==> src/rdc_pkg.sv <==
// Shared constants and the digit-to-ASCII mapping of the radix digit converter.
// No dependencies; used by radix_digit_converter_top.
package rdc_pkg;

    localparam int VALUE_BITS_DEF  = 31;
    localparam int STACK_DEPTH_DEF = 32;

    localparam int DIGIT_W = 6;
    localparam int CHAR_W  = 7;

    localparam logic [DIGIT_W-1:0] BASE_LOW   = 6'd2;
    localparam logic [DIGIT_W-1:0] BASE_HIGH  = 6'd62;
    localparam logic [DIGIT_W-1:0] BASE_RESET = 6'd10;

    localparam logic [DIGIT_W-1:0] DEC_LIMIT   = 6'd10;
    localparam logic [DIGIT_W-1:0] UPPER_LIMIT = 6'd36;

    localparam logic [CHAR_W-1:0] OFS_DIGIT = 7'd48;  // '0'
    localparam logic [CHAR_W-1:0] OFS_UPPER = 7'd55;  // 'A' - 10
    localparam logic [CHAR_W-1:0] OFS_LOWER = 7'd61;  // 'a' - 36

    typedef logic [DIGIT_W-1:0] t_digit;
    typedef logic [CHAR_W-1:0]  t_char;

    function automatic t_char digit_to_ascii(input t_digit d);
        t_char ext;
        ext = {1'b0, d};
        if (d < DEC_LIMIT) begin
            return ext + OFS_DIGIT;
        end else if (d < UPPER_LIMIT) begin
            return ext + OFS_UPPER;
        end else begin
            return ext + OFS_LOWER;
        end
    endfunction

endpackage

==> src/radix_digit_converter_top.sv <==
// Radix digit converter: writes a non-negative integer as an ASCII digit string.
// Depends on rdc_pkg for constants, types and the digit-to-ASCII mapping.

// A request on start (taken when busy is low) converts i_number_value into the
// base held in the configuration register, which resets to 10 and is clamped to
// the range 2 to 62 when a request is taken. The characters leave most
// significant first, one per strobe on o_result_strobe, and the final character
// carries o_last_digit. The receiver cannot stall: every character is shown for
// exactly one cycle and must be taken then. A zero value gives the single
// character '0'. Each digit of a request comes from a bit-serial restoring
// division in the one shared subtract-and-compare unit, and the digits are then
// popped from the digit stack at one per cycle, with the last character strobed
// in the last cycle that busy is high. If more than STACK_DEPTH digits arise,
// the most significant ones are dropped. The configuration channel is always
// ready; writes should be made while idle.
module radix_digit_converter_top #(
    parameter int VALUE_BITS  = rdc_pkg::VALUE_BITS_DEF,
    parameter int STACK_DEPTH = rdc_pkg::STACK_DEPTH_DEF
) (
    input  logic                        i_clk,
    input  logic                        i_rst_n,
    input  logic                        start,
    output logic                        busy,
    input  logic [VALUE_BITS-1:0]       i_number_value,
    input  logic                        i_cfg_valid,
    output logic                        o_cfg_ready,
    input  logic [rdc_pkg::DIGIT_W-1:0] i_cfg_data,
    output logic                        o_result_strobe,
    output logic [rdc_pkg::CHAR_W-1:0]  o_digit_char,
    output logic                        o_last_digit
);

    localparam int AW = $clog2(STACK_DEPTH);
    localparam int TW = $clog2(STACK_DEPTH + 1);
    localparam int BW = $clog2(VALUE_BITS);
    localparam int DW = rdc_pkg::DIGIT_W;

    // Sequencer states.
    localparam logic [1:0] ST_IDLE = 2'd0;
    localparam logic [1:0] ST_DIV  = 2'd1;
    localparam logic [1:0] ST_POP  = 2'd2;

    logic [1:0]            r_state, n_state;
    logic [DW-1:0]         r_target_base, n_target_base;
    logic [DW-1:0]         r_base, n_base;
    logic [VALUE_BITS-1:0] r_quo, n_quo;
    logic [DW-1:0]         r_rem, n_rem;
    logic [BW-1:0]         r_bit, n_bit;
    logic [TW-1:0]         r_top, n_top;
    logic                  r_rd_valid, n_rd_valid;
    logic                  r_rd_last, n_rd_last;
    rdc_pkg::t_digit       r_rd_data;

    // The digit stack, written during division and read during the pop-out.
    rdc_pkg::t_digit       r_stack [STACK_DEPTH];

    logic                  accept;
    logic [DW:0]           trial;
    logic [DW:0]           diff;
    logic                  ge;
    logic [DW-1:0]         step_rem;
    logic [VALUE_BITS-1:0] step_quo;
    logic                  push_en;
    logic                  pop_en;
    logic [AW-1:0]         rd_addr;
    logic [TW-1:0]         top_dec;

    assign accept      = start && !busy;
    assign busy        = (r_state != ST_IDLE);
    assign o_cfg_ready = 1'b1;

    // One restoring division step: shift in the next quotient bit, then subtract
    // the base from the partial remainder when it fits.
    assign trial    = {r_rem, r_quo[VALUE_BITS-1]};
    assign diff     = trial - {1'b0, r_base};
    assign ge       = (trial >= {1'b0, r_base});
    assign step_rem = ge ? diff[DW-1:0] : trial[DW-1:0];
    assign step_quo = {r_quo[VALUE_BITS-2:0], ge};

    assign top_dec = r_top - 1'b1;
    assign rd_addr = top_dec[AW-1:0];

    always_comb begin
        n_state       = r_state;
        n_target_base = r_target_base;
        n_base        = r_base;
        n_quo         = r_quo;
        n_rem         = r_rem;
        n_bit         = r_bit;
        n_top         = r_top;
        n_rd_valid    = 1'b0;
        n_rd_last     = r_rd_last;
        push_en       = 1'b0;
        pop_en        = 1'b0;

        if (i_cfg_valid && o_cfg_ready) begin
            n_target_base = i_cfg_data;
        end

        case (r_state)
            ST_IDLE: begin
                if (accept) begin
                    if (r_target_base < rdc_pkg::BASE_LOW) begin
                        n_base = rdc_pkg::BASE_LOW;
                    end else if (r_target_base > rdc_pkg::BASE_HIGH) begin
                        n_base = rdc_pkg::BASE_HIGH;
                    end else begin
                        n_base = r_target_base;
                    end
                    n_quo   = i_number_value;
                    n_rem   = '0;
                    n_bit   = BW'(VALUE_BITS - 1);
                    n_top   = '0;
                    n_state = ST_DIV;
                end
            end
            ST_DIV: begin
                n_quo = step_quo;
                n_rem = step_rem;
                n_bit = r_bit - 1'b1;
                if (r_bit == '0) begin
                    // The digit is complete; keep it while the stack has room.
                    if (r_top < TW'(STACK_DEPTH)) begin
                        push_en = 1'b1;
                        n_top   = r_top + 1'b1;
                    end
                    n_rem = '0;
                    n_bit = BW'(VALUE_BITS - 1);
                    if (step_quo == '0) begin
                        n_state = ST_POP;
                    end
                end
            end
            ST_POP: begin
                if (r_top != '0) begin
                    pop_en     = 1'b1;
                    n_top      = top_dec;
                    n_rd_valid = 1'b1;
                    n_rd_last  = (top_dec == '0);
                end else begin
                    n_state = ST_IDLE;
                end
            end
            default: begin
                n_state = ST_IDLE;
            end
        endcase
    end

    always_ff @(posedge i_clk) begin
        if (!i_rst_n) begin
            r_state       <= ST_IDLE;
            r_target_base <= rdc_pkg::BASE_RESET;
            r_bit         <= '0;
            r_top         <= '0;
            r_rd_valid    <= 1'b0;
        end else begin
            r_state       <= n_state;
            r_target_base <= n_target_base;
            r_bit         <= n_bit;
            r_top         <= n_top;
            r_rd_valid    <= n_rd_valid;
        end
    end

    always_ff @(posedge i_clk) begin
        r_base    <= n_base;
        r_quo     <= n_quo;
        r_rem     <= n_rem;
        r_rd_last <= n_rd_last;
    end

    // Stack memory: one write port for pushes, one registered read for pops.
    always_ff @(posedge i_clk) begin
        if (push_en) begin
            r_stack[r_top[AW-1:0]] <= step_rem;
        end
        if (pop_en) begin
            r_rd_data <= r_stack[rd_addr];
        end
    end

    assign o_result_strobe = r_rd_valid;
    assign o_digit_char    = rdc_pkg::digit_to_ascii(r_rd_data);
    assign o_last_digit    = r_rd_last;

    // The stack count never passes the stack depth.
    a_top_bound: assert property (@(posedge i_clk) disable iff (!i_rst_n)
        r_top <= TW'(STACK_DEPTH))
        else $error("digit stack count beyond depth");

    // The partial remainder stays below the base through the division.
    a_rem_bound: assert property (@(posedge i_clk) disable iff (!i_rst_n)
        (r_state == ST_DIV) |-> (r_rem < r_base))
        else $error("partial remainder not below base");

    // No character leaves while digits are still being produced.
    a_no_strobe_div: assert property (@(posedge i_clk) disable iff (!i_rst_n)
        (r_state == ST_DIV) |-> !o_result_strobe)
        else $error("character strobed during division");

    // The final character is strobed only once the stack is empty.
    a_last_empty: assert property (@(posedge i_clk) disable iff (!i_rst_n)
        (o_result_strobe && o_last_digit) |-> (r_top == '0))
        else $error("last character flagged with digits left");

    // An accepted request always starts a division.
    a_accept_div: assert property (@(posedge i_clk) disable iff (!i_rst_n)
        (start && !busy) |=> (r_state == ST_DIV))
        else $error("accepted request did not start a division");

endmodule
==> config.mk <==
export PLATFORM = sky130hd
export DESIGN_NAME = radix_digit_converter_top
export DESIGN_NICKNAME = d
export VERILOG_FILES = /design/src/rdc_pkg.sv /design/src/radix_digit_converter_top.sv
export SDC_FILE = /design/constraint.sdc
export NUM_CORES = 1
export LEC_CHECK = 0
export ABC_AREA = 1
export BUFFER_PORTS_ARGS = -buffer_cell sky130_fd_sc_hd__buf_2
export CORE_ASPECT_RATIO = 0.8
export CORE_MARGIN = 2
export CORE_UTILIZATION = 40
export DETAILED_ROUTE_END_ITERATION = 6
export PLACE_DENSITY = 0.66
export SETUP_SLACK_MARGIN = 0.5
export SLEW_MARGIN = 20
export SYNTH_ARGS = -nofsm -noshare
export SYNTH_HDL_FRONTEND = slang
export SYNTH_SLANG_ARGS = --single-unit
==> constraint.sdc <==
create_clock -name i_clk -period 2.75 [get_ports i_clk]
set_input_delay 0.1375 -clock i_clk [delete_from_list [all_inputs] [get_ports i_clk]]
set_output_delay 0.1375 -clock i_clk [all_outputs]
set_load 0.05 [all_outputs]
* Word-level counts from Yosys, hierarchy flattened
Memory sizes are Yosys's and may differ from the RTL's. A register that Yosys moved wholly into a read port is not among the register bits.
Cells that the tools add are included.
Widths: inputs -> output; s select.
** Storage, ports and cells
- Memories :: 1
- Output and inout port bits :: 11
- Logic and storage cells :: 76
- Bits in registers :: 64
- Input bits :: 41
- Bits in writable memories :: 192
** Memories
- r_stack :: depth 32, width 6, rd ports 1, clocked after Yosys merged registers in 1, write ports 1, RTL line radix_digit_converter_top.sv:55 : rdc_pkg::t_digit r_stack [STACK_DEPTH];
** Operators by class
- Eq/ne operators :: 8
- Muxes and demuxes :: 28
- Magnitude comparators :: 6
- Reduce and logical (&&, ||, !) cells :: 16
- $add $sub $neg :: 7
** Operators with widths (count)
- $pmux 31 s2 :: 1
- $mux 6 :: 7
- $logic_not 31->1 :: 1
- $mux 31 :: 1
- $add 6x6->7 const B :: 3
- $pmux 6 s3 :: 1
- $mux 7 :: 2
- $lt 6x6->1 const B :: 2
- $ne 2x2->1 const B :: 6
- $pmux 6 s2 :: 1
- $mux 5 :: 2
- $pmux 5 s2 :: 1
- $mux 2 :: 4
- $ge 7x6->1 :: 1
- $mux 1 :: 7
- $add 6x1->6 const B :: 1
- $gt 6x6->1 const B :: 1
- $logic_not 6->1 :: 1
- $lt 6x2->1 const B :: 1
- $lt 6x4->1 const B :: 1
- $pmux 2 s3 :: 1
- $reduce_and 2->1 :: 3
- $reduce_bool 6->1 :: 1
- $sub 6x1->6 const B :: 1
- other kinds (13) :: 14

* Logic depth before layout (Yosys ltp)
Gate-level depths: netlist of the first run.
- Word-level depth :: 6
- Gate-level depth with buffers :: 14
- Mapped depth without buffers :: 13

* Worst setup path before layout of the first run
OpenSTA, ideal clock, no wires.
- Path type :: register -> register
- Start :: register r_state[0]
- End :: register r_bit[3]
- Required time :: 2.635 ns
- Clock period less this slack :: 2.891 ns
- Arrival time :: 2.775 ns
- Library setup time :: 0.115 ns
- Slack :: -0.141 ns
- Buffers on the path :: 0
- Cell stages (with the launch flop) :: 10
- Path through :: dfxtp_1 > inv_1 > ha_1 > inv_1 > nor2_1 > nor2_2 > nand4_1 > xor2_1 > o21ai_0 > inv_1
** On the way
- Word-level cells in the longest chain between the ends :: 5
- Elaborated cells on any way between the ends :: 9
- Those cells by class :: 2 x eq/ne; 1 x mux; 6 x reduce/logical
** Ends and longest elaborated chain
- from (decl) :: RTL line radix_digit_converter_top.sv:43 : logic [1:0] r_state, n_state;
- from (signal assigned) :: RTL line radix_digit_converter_top.sv:158 : r_state <= n_state;
- $reduce_bool 2->1 :: RTL line radix_digit_converter_top.sv:69 : assign busy = (r_state != ST_IDLE);
- named net busy :: RTL line radix_digit_converter_top.sv:23 : output logic busy,
- $logic_not 1->1 :: RTL line radix_digit_converter_top.sv:68 : assign accept = start && !busy;
- $logic_and 1x1->1 :: RTL line radix_digit_converter_top.sv:68
- $ne 2x2->1 (no line)
- $reduce_and 2->1 (no line)
- to (signal assigned) :: RTL line radix_digit_converter_top.sv:160 : r_bit <= n_bit;
- to (decl) :: RTL line radix_digit_converter_top.sv:48 : logic [BW-1:0] r_bit, n_bit;
The timed path passes the listed nets, and every way through them passes these cells.
A chain may end at the register's enable or synchronous reset.

* Final worst setup path of the first run
- Start :: register r_rd_data[5], read port of r_stack
- End :: output o_digit_char[5] (netlist bit)
** On the way
- Word-level cells in the longest chain between the ends :: 3
- Elaborated cells on any way between the ends :: 7
- Those cells by class :: 3 x add/sub; 2 x order compare; 2 x mux
** Ends and longest elaborated chain
- from (decl) :: RTL line radix_digit_converter_top.sv:52 : rdc_pkg::t_digit r_rd_data;
- $add 6x6->7 (tied with other cells) :: RTL line rdc_pkg.sv:33 : return ext + OFS_LOWER;
- $mux 7 :: RTL line rdc_pkg.sv:30 : end else if (d < UPPER_LIMIT) begin
- $mux 7 * :: RTL line rdc_pkg.sv:28 : if (d < DEC_LIMIT) begin
- to (decl) :: RTL line radix_digit_converter_top.sv:29 : output logic [rdc_pkg::CHAR_W-1:0] o_digit_char,
Mark *: on every way between the ends. The rest lies on a longest branch, timed or not.

==> flow_summary.ini, run 1 <==
[global_routing]
overflow = 0
grt_first_pass_wirelength_mm = 43.3
grt_max_degree = 105
antenna_found_initial = 0
grt_use_total_pct = 17.8
grt_pass1_vias = 8126

[synthesis]
syn_nets = 1165
ys_warn_count = 0
ys_seq_elements = 262
yosysSeqAreaShare_pct = 65.7
yosysMostFrequentCell = edfxtp_1
async_flop_share_pct = 0
synth_common_cells = edfxtp_1 (242), nor2_1 (222), nand2_1 (200), o21ai_0 (118), nand3_1 (53)
synth_ff_type = edfxtp_1
syn_inst = 1102
avgSynthCellArea_um2 = 10.6
netlist_area_um2 = 11700
synth-edff-count = 242
synth_area_leaders = edfxtp_1 (62%), nor2_1 (7.1%), nand2_1 (6.4%), o21ai_0 (5.1%), dfxtp_1 (3.4%)
synth.distinct_cells = 36
synth_top_cell_area_share_pct = 62.3
yosys.area.top_type = edfxtp_1

[critical_path]
crit_type = register to output pin
required_ns = 2.61
r2r_setup_slack_ns = 0.63
arrival_ns = 2.44
rr_worst_depth = 10
crit_path_max_fanout = 3
cp-end-kind = output pin
startpoint_type = register

[floorplanning]
die_x_um = 195
io_pins = 52
rows = 55
core_um2 = 28500
initial_utilization_pct = 41.0
die_area_um2 = 30600
fp.dieH_um = 157

[placement]
gp_congestion = 0.809
dp_hpwl_mm = 16.1
port_buffers = 50

[drt]
drtAntennaViolNets = 0
wl_per_cell_um = 17.0
totalWireLength_mm = 27.5
dr.pass1.iters = 5
viasPerCell = 5.18
routed-via-count = 8400
drt_iter0_markers = 705
drc = 0

[pwr]
p_per_area_nw_per_um2 = 1090
ir_drop_mv = 1.01
leakage_nw = 5.30

[timing]
rsz0062_at_grt = true
fin_crit_sh_pct = 93.8
setup_tns_ns = 0
slew_headroom_pct = 50.5
finalClockSkew_ns = 0.00833
final-setup-viol-count = 0
fmax_mhz = 388
tightest_slew_ns = 0.740
slew_violations = 0
finalHoldViolCount = 0
min_period_ns = 2.58

[hold_path]
holdCritPathClass = input port to register
min_path_cells = 3

[cts]
htree_levels = 1
cts_tree = built
cts_num_sinks = 262
clk_pin_slew_worst_paths_ns = 0.06
cts_max_path_buffers = 3
clk_latency_ns = 0.52
cts_root_buf = clkbuf_16
cts_buffers = 26

[cells_and_area]
finalNetCount = 1294
drive_above_1_share_pct = 17.3
utilization_pct = 50.3
multi_input_area_um2 = 3850
nFillCells = 2497
diodes = 0
final-seq-area_um2 = 7670
area_growth_pct = 22.7

[run]
max_cap_viol_count = 0

[outcome]
status = complete, no violations
## stage by stage
step                      cells  area, µm²  hold WS [ns]  total power [mW]  worst slack [ns]
after floorplan            1102      11700         0.249              9.70             0.444
after global placement     1505      12500         0.369              11.5             0.275
after detailed placement   1505      12500         0.370              11.6             0.211
after CTS                  1613      14100       0.00396              15.4             0.185
after global routing       1621      14300        0.0668              16.6            0.0398
final                      1621      14300        0.0388              15.7             0.170
## logic make-up after synthesis
family          Yosys count  share of synthesized area (%)
buf+inv                 113                           4.03
flops                   262                           65.7
simple gates            492                           16.8
compound gates          199                           9.67
xor+xnor                 12                           1.19
fa+ha+maj                22                           2.49
mux                       1                         0.0965
other cells               1                         0.0321
## layout by cell type (no fill, tap or decap), types with 16 or more instances in the layout
master,instances
edfxtp_1,242
dlygate4sd3_1,48
dfxtp_1,19
nor2_1,205
nor2_4,16
nand2_1,189
nand3_1,51
clkbuf_16,27
buf_4,51
o21ai_0,109
a21oi_1,18
buf_2,43
inv_1,46
o211ai_1,49
## cell type report
cell class                      count  share of cell area, %
Inverter                           57                   1.56
Timing Repair Buffer              155                   8.84
Multi-Input combinational cell    729                   26.9
Clock buffer                       32                   4.85
Tap cell                          370                   3.23
Clock inverter                     16                   1.11
Sequential cell                   262                   53.5
## state kept, by name, summed over array words and instances, names as in the netlist
| name | count |
|---|---|
| o_last_digit | 1 |
| r_rem | 6 |
| r_rd_data | 6 |
| r_base | 6 |
| r_bit | 5 |
| o_result_strobe | 1 |
| r_quo | 31 |
| r_top | 6 |
| r_state | 2 |
| r_target_base | 6 |
| r_stack | 192 |
## power by group
group	internal, mW	total [mW]	leakage [nW]	switching, mW
logic	1.67	5.72	2.51	4.05
clock network	2.08	3.56	0.407	1.48
registers	6.16	6.40	2.38	0.235
## critical path, stage by stage, from the launching register on
cell and delay [ns]:
edfxtp_1 0.43, ha_2 0.22, o21ai_2 0.05, inv_2 0.06
nor2_4 0.16, inv_1 0.10, ha_4 0.30, nand2_2 0.07
nand3_2 0.07, xor2_1 0.15, nand2_1 0.08, o21ai_2 0.06
buf_6 0.17
## metal layers
| metal | track usage (%) | vias up | part of all wire (%) |
|---|---|---|---|
| met3 | 2.46 | 35 | 5.9 |
| met1 | 25.5 | 4059 | 47 |
| met4 | 3.53 | 0 | 1.4 |
| met2 | 29.3 | 236 | 46 |
| li1 | - | 4070 | - |
| met5 | 0 | - | 0 |
## final timing paths
check / endpoint / startpoint
worst min register to register: r_base[3] / r_target_base[3]
worst max register to register: r_stack[25][3] / r_base[1]
worst max-delay path: o_digit_char[5] / r_rd_data[5]
worst min-delay path: r_target_base[2] / i_cfg_valid
## repair_timing
| action | 4_1_cts | 5_1_grt |
|---|---|---|
| gates cloned | 1 | 1 |
| setup endpoints to repair | 273 | 387 |
| pin swaps | 8 | 15 |
| gates resized for setup | 53 | 44 |
| hold buffers | 48 | 0 |
| hold endpoints to repair | 42 | 0 |
| buffers inserted | 11 | 7 |
(Power assumes the default switching activity.)
==> inputs of run 2 (changes only) <==
--- a/config.mk
+++ b/config.mk
@@ -10,6 +10,7 @@
 export CORE_ASPECT_RATIO = 0.8
 export CORE_MARGIN = 2
 export CORE_UTILIZATION = 40
+export CTS_BUF_LIST = sky130_fd_sc_hd__clkbuf_4 sky130_fd_sc_hd__clkbuf_8 sky130_fd_sc_hd__clkbuf_16
 export DETAILED_ROUTE_END_ITERATION = 6
 export PLACE_DENSITY = 0.66
 export SETUP_SLACK_MARGIN = 0.5
==> constraint.sdc (replaced) <==
create_clock -name i_clk -period 2.75 [get_ports i_clk]
set_input_delay 0.1375 -clock i_clk [delete_from_list [all_inputs] [get_ports i_clk]]
set_output_delay 0.1375 -clock i_clk [all_outputs]
set_load 0.01 [all_outputs]
==> run 2 against run 1 <==
  * Design area is 0.89% lower
  * Die area unchanged
  * Sequential power about the same
  * Utilization decreased by 0.45 points
  * Setup slack better by 0.045 ns
  * Total power shrank 0.55%
  * Worst hold slack better by 0.0058 ns
  * Non-clock buffer count shrank 7
  * First-iteration DRC count grew 22%
  * Critical path type unchanged
  * Largest power group unchanged
==> flow_summary.ini, run 2 (synthesis results as in run 1) <==
[cells_and_area]
largest_register_ffs = 192
area_growth_pct = 21.6
nFillCells = 2509
multi_input_area_um2 = 3790
utilization_pct = 49.8
final_common_cell = edfxtp_1
drive_above_1_share_pct = 16.9
final-seq-area_um2 = 7670
mostFrequentLayoutCells = edfxtp_1 (242), nor2_1 (205), nand2_1 (191)
finalNetCount = 1285

[pwr]
leakage_nw = 5.29
total_power_mw = 15.6
ir_drop_mv = 0.621
p_per_area_nw_per_um2 = 1100

[drt]
routed-via-count = 8466
wl_per_cell_um = 17.0
drc = 0
drtAntennaViolNets = 0
dr.pass1.iters = 5
totalWireLength_mm = 27.4
drt_iter0_markers = 858
viasPerCell = 5.26

[cts]
htree_levels = 1
cts_buffers = 25
cts_root_buf = clkbuf_16
cts_max_path_buffers = 3
cts_num_sinks = 262
clk_pin_slew_worst_paths_ns = 0.06
cts_tree = built
clk_latency_ns = 0.53

[critical_path]
crit_path_max_fanout = 3
startpoint_type = register
r2r-start = r_rem[4]
cp-end-kind = output pin
required_ns = 2.61
crit_type = register to output pin
arrival_ns = 2.40
startpoint = r_rd_data[5]

[floorplanning]
rows = 55
core_um2 = 28500
io_pins = 52
die_area_um2 = 30600
initial_utilization_pct = 41.0
die_x_um = 195
fp.dieH_um = 157

[timing]
finalClockSkew_ns = 0.0162
slew_headroom_pct = 60.5
finalHoldViolCount = 0
final-setup-viol-count = 0
setup_ws_ns = 0.215
rsz0062_at_grt = true
fin_crit_sh_pct = 92.2
min_period_ns = 2.54
slew_violations = 0
setup_tns_ns = 0
tightest_slew_ns = 0.593
fmax_mhz = 394

[hold_path]
hp-start = start
holdCritPathClass = input port to register

[run]
max_cap_viol_count = 0

[placement]
gp_congestion = 0.845
port_buffers = 50
place_ws_ns = 0.309
dp_hpwl_mm = 16.2

[outcome]
status = complete, no violations

[global_routing]
grt_pass1_vias = 8212
grt_first_pass_wirelength_mm = 43.3
grt_max_degree = 72
antenna_found_initial = 0
overflow = 0
grt_use_total_pct = 17.9
[run 2: worst paths after layout]
check             cells after the start               to  slack [ns]
setup / recovery                      7  o_digit_char[1]        0.21
hold / removal                        4         r_bit[0]        0.04
setup reg to reg                      8   r_stack[24][1]        0.57
hold reg to reg                       0        r_base[3]        0.44
[run 2: area by class of cell]
| cell class | count | share of cell area (%) |
|---|---|---|
| Antenna cell | 1 | 0.0176 |
| Clock buffer | 34 | 4.93 |
| Clock inverter | 11 | 1.13 |
| Inverter | 57 | 1.53 |
| Multi-Input combinational cell | 728 | 26.7 |
| Sequential cell | 262 | 54.0 |
| Tap cell | 370 | 3.26 |
| Timing Repair Buffer | 148 | 8.38 |
[run 2: timing repair]
| item | 4_1_cts | 5_1_grt |
|---|---|---|
| setup buffers | 8 | 5 |
| hold buffers | 45 | 0 |
| hold endpoints to repair | 42 | 0 |
| resized for setup | 40 | 41 |
| gates cloned | 1 | 1 |
| endpoints found under the setup margin | 238 | 375 |
| pin swaps | 7 | 10 |
[run 2: worst max-delay path, stage by stage, from the launching register on]
cell and delay, ns:
edfxtp_1 0.44, buf_6 0.16, ha_4 0.15, nor2_4 0.16, buf_4 0.14, fa_2 0.42
mux2_2 0.28, buf_6 0.12
[run 2: routing by layer]
| layer | share of wire [%] | global-route usage (%) |
|---|---|---|
| met5 | 0 | 0 |
| met4 | 2.3 | 5.27 |
| met3 | 5.7 | 2.05 |
| met2 | 46 | 28.8 |
| met1 | 46 | 25.7 |
[run 2: metrics by stage]
step                      area (µm²)  cells  hold slack (ns)
after floorplan                11700   1102            0.249
after global placement         12500   1505            0.359
after detailed placement       12500   1505            0.358
after CTS                      14000   1604          0.00713
after global routing           14200   1610           0.0560
final                          14200   1611           0.0446
[run 2: report_power, final]
group	total [mW]	switching, mW	internal (mW)
combinational	5.61	3.98	1.63
sequential	6.38	0.226	6.15
clock	3.60	1.44	2.16
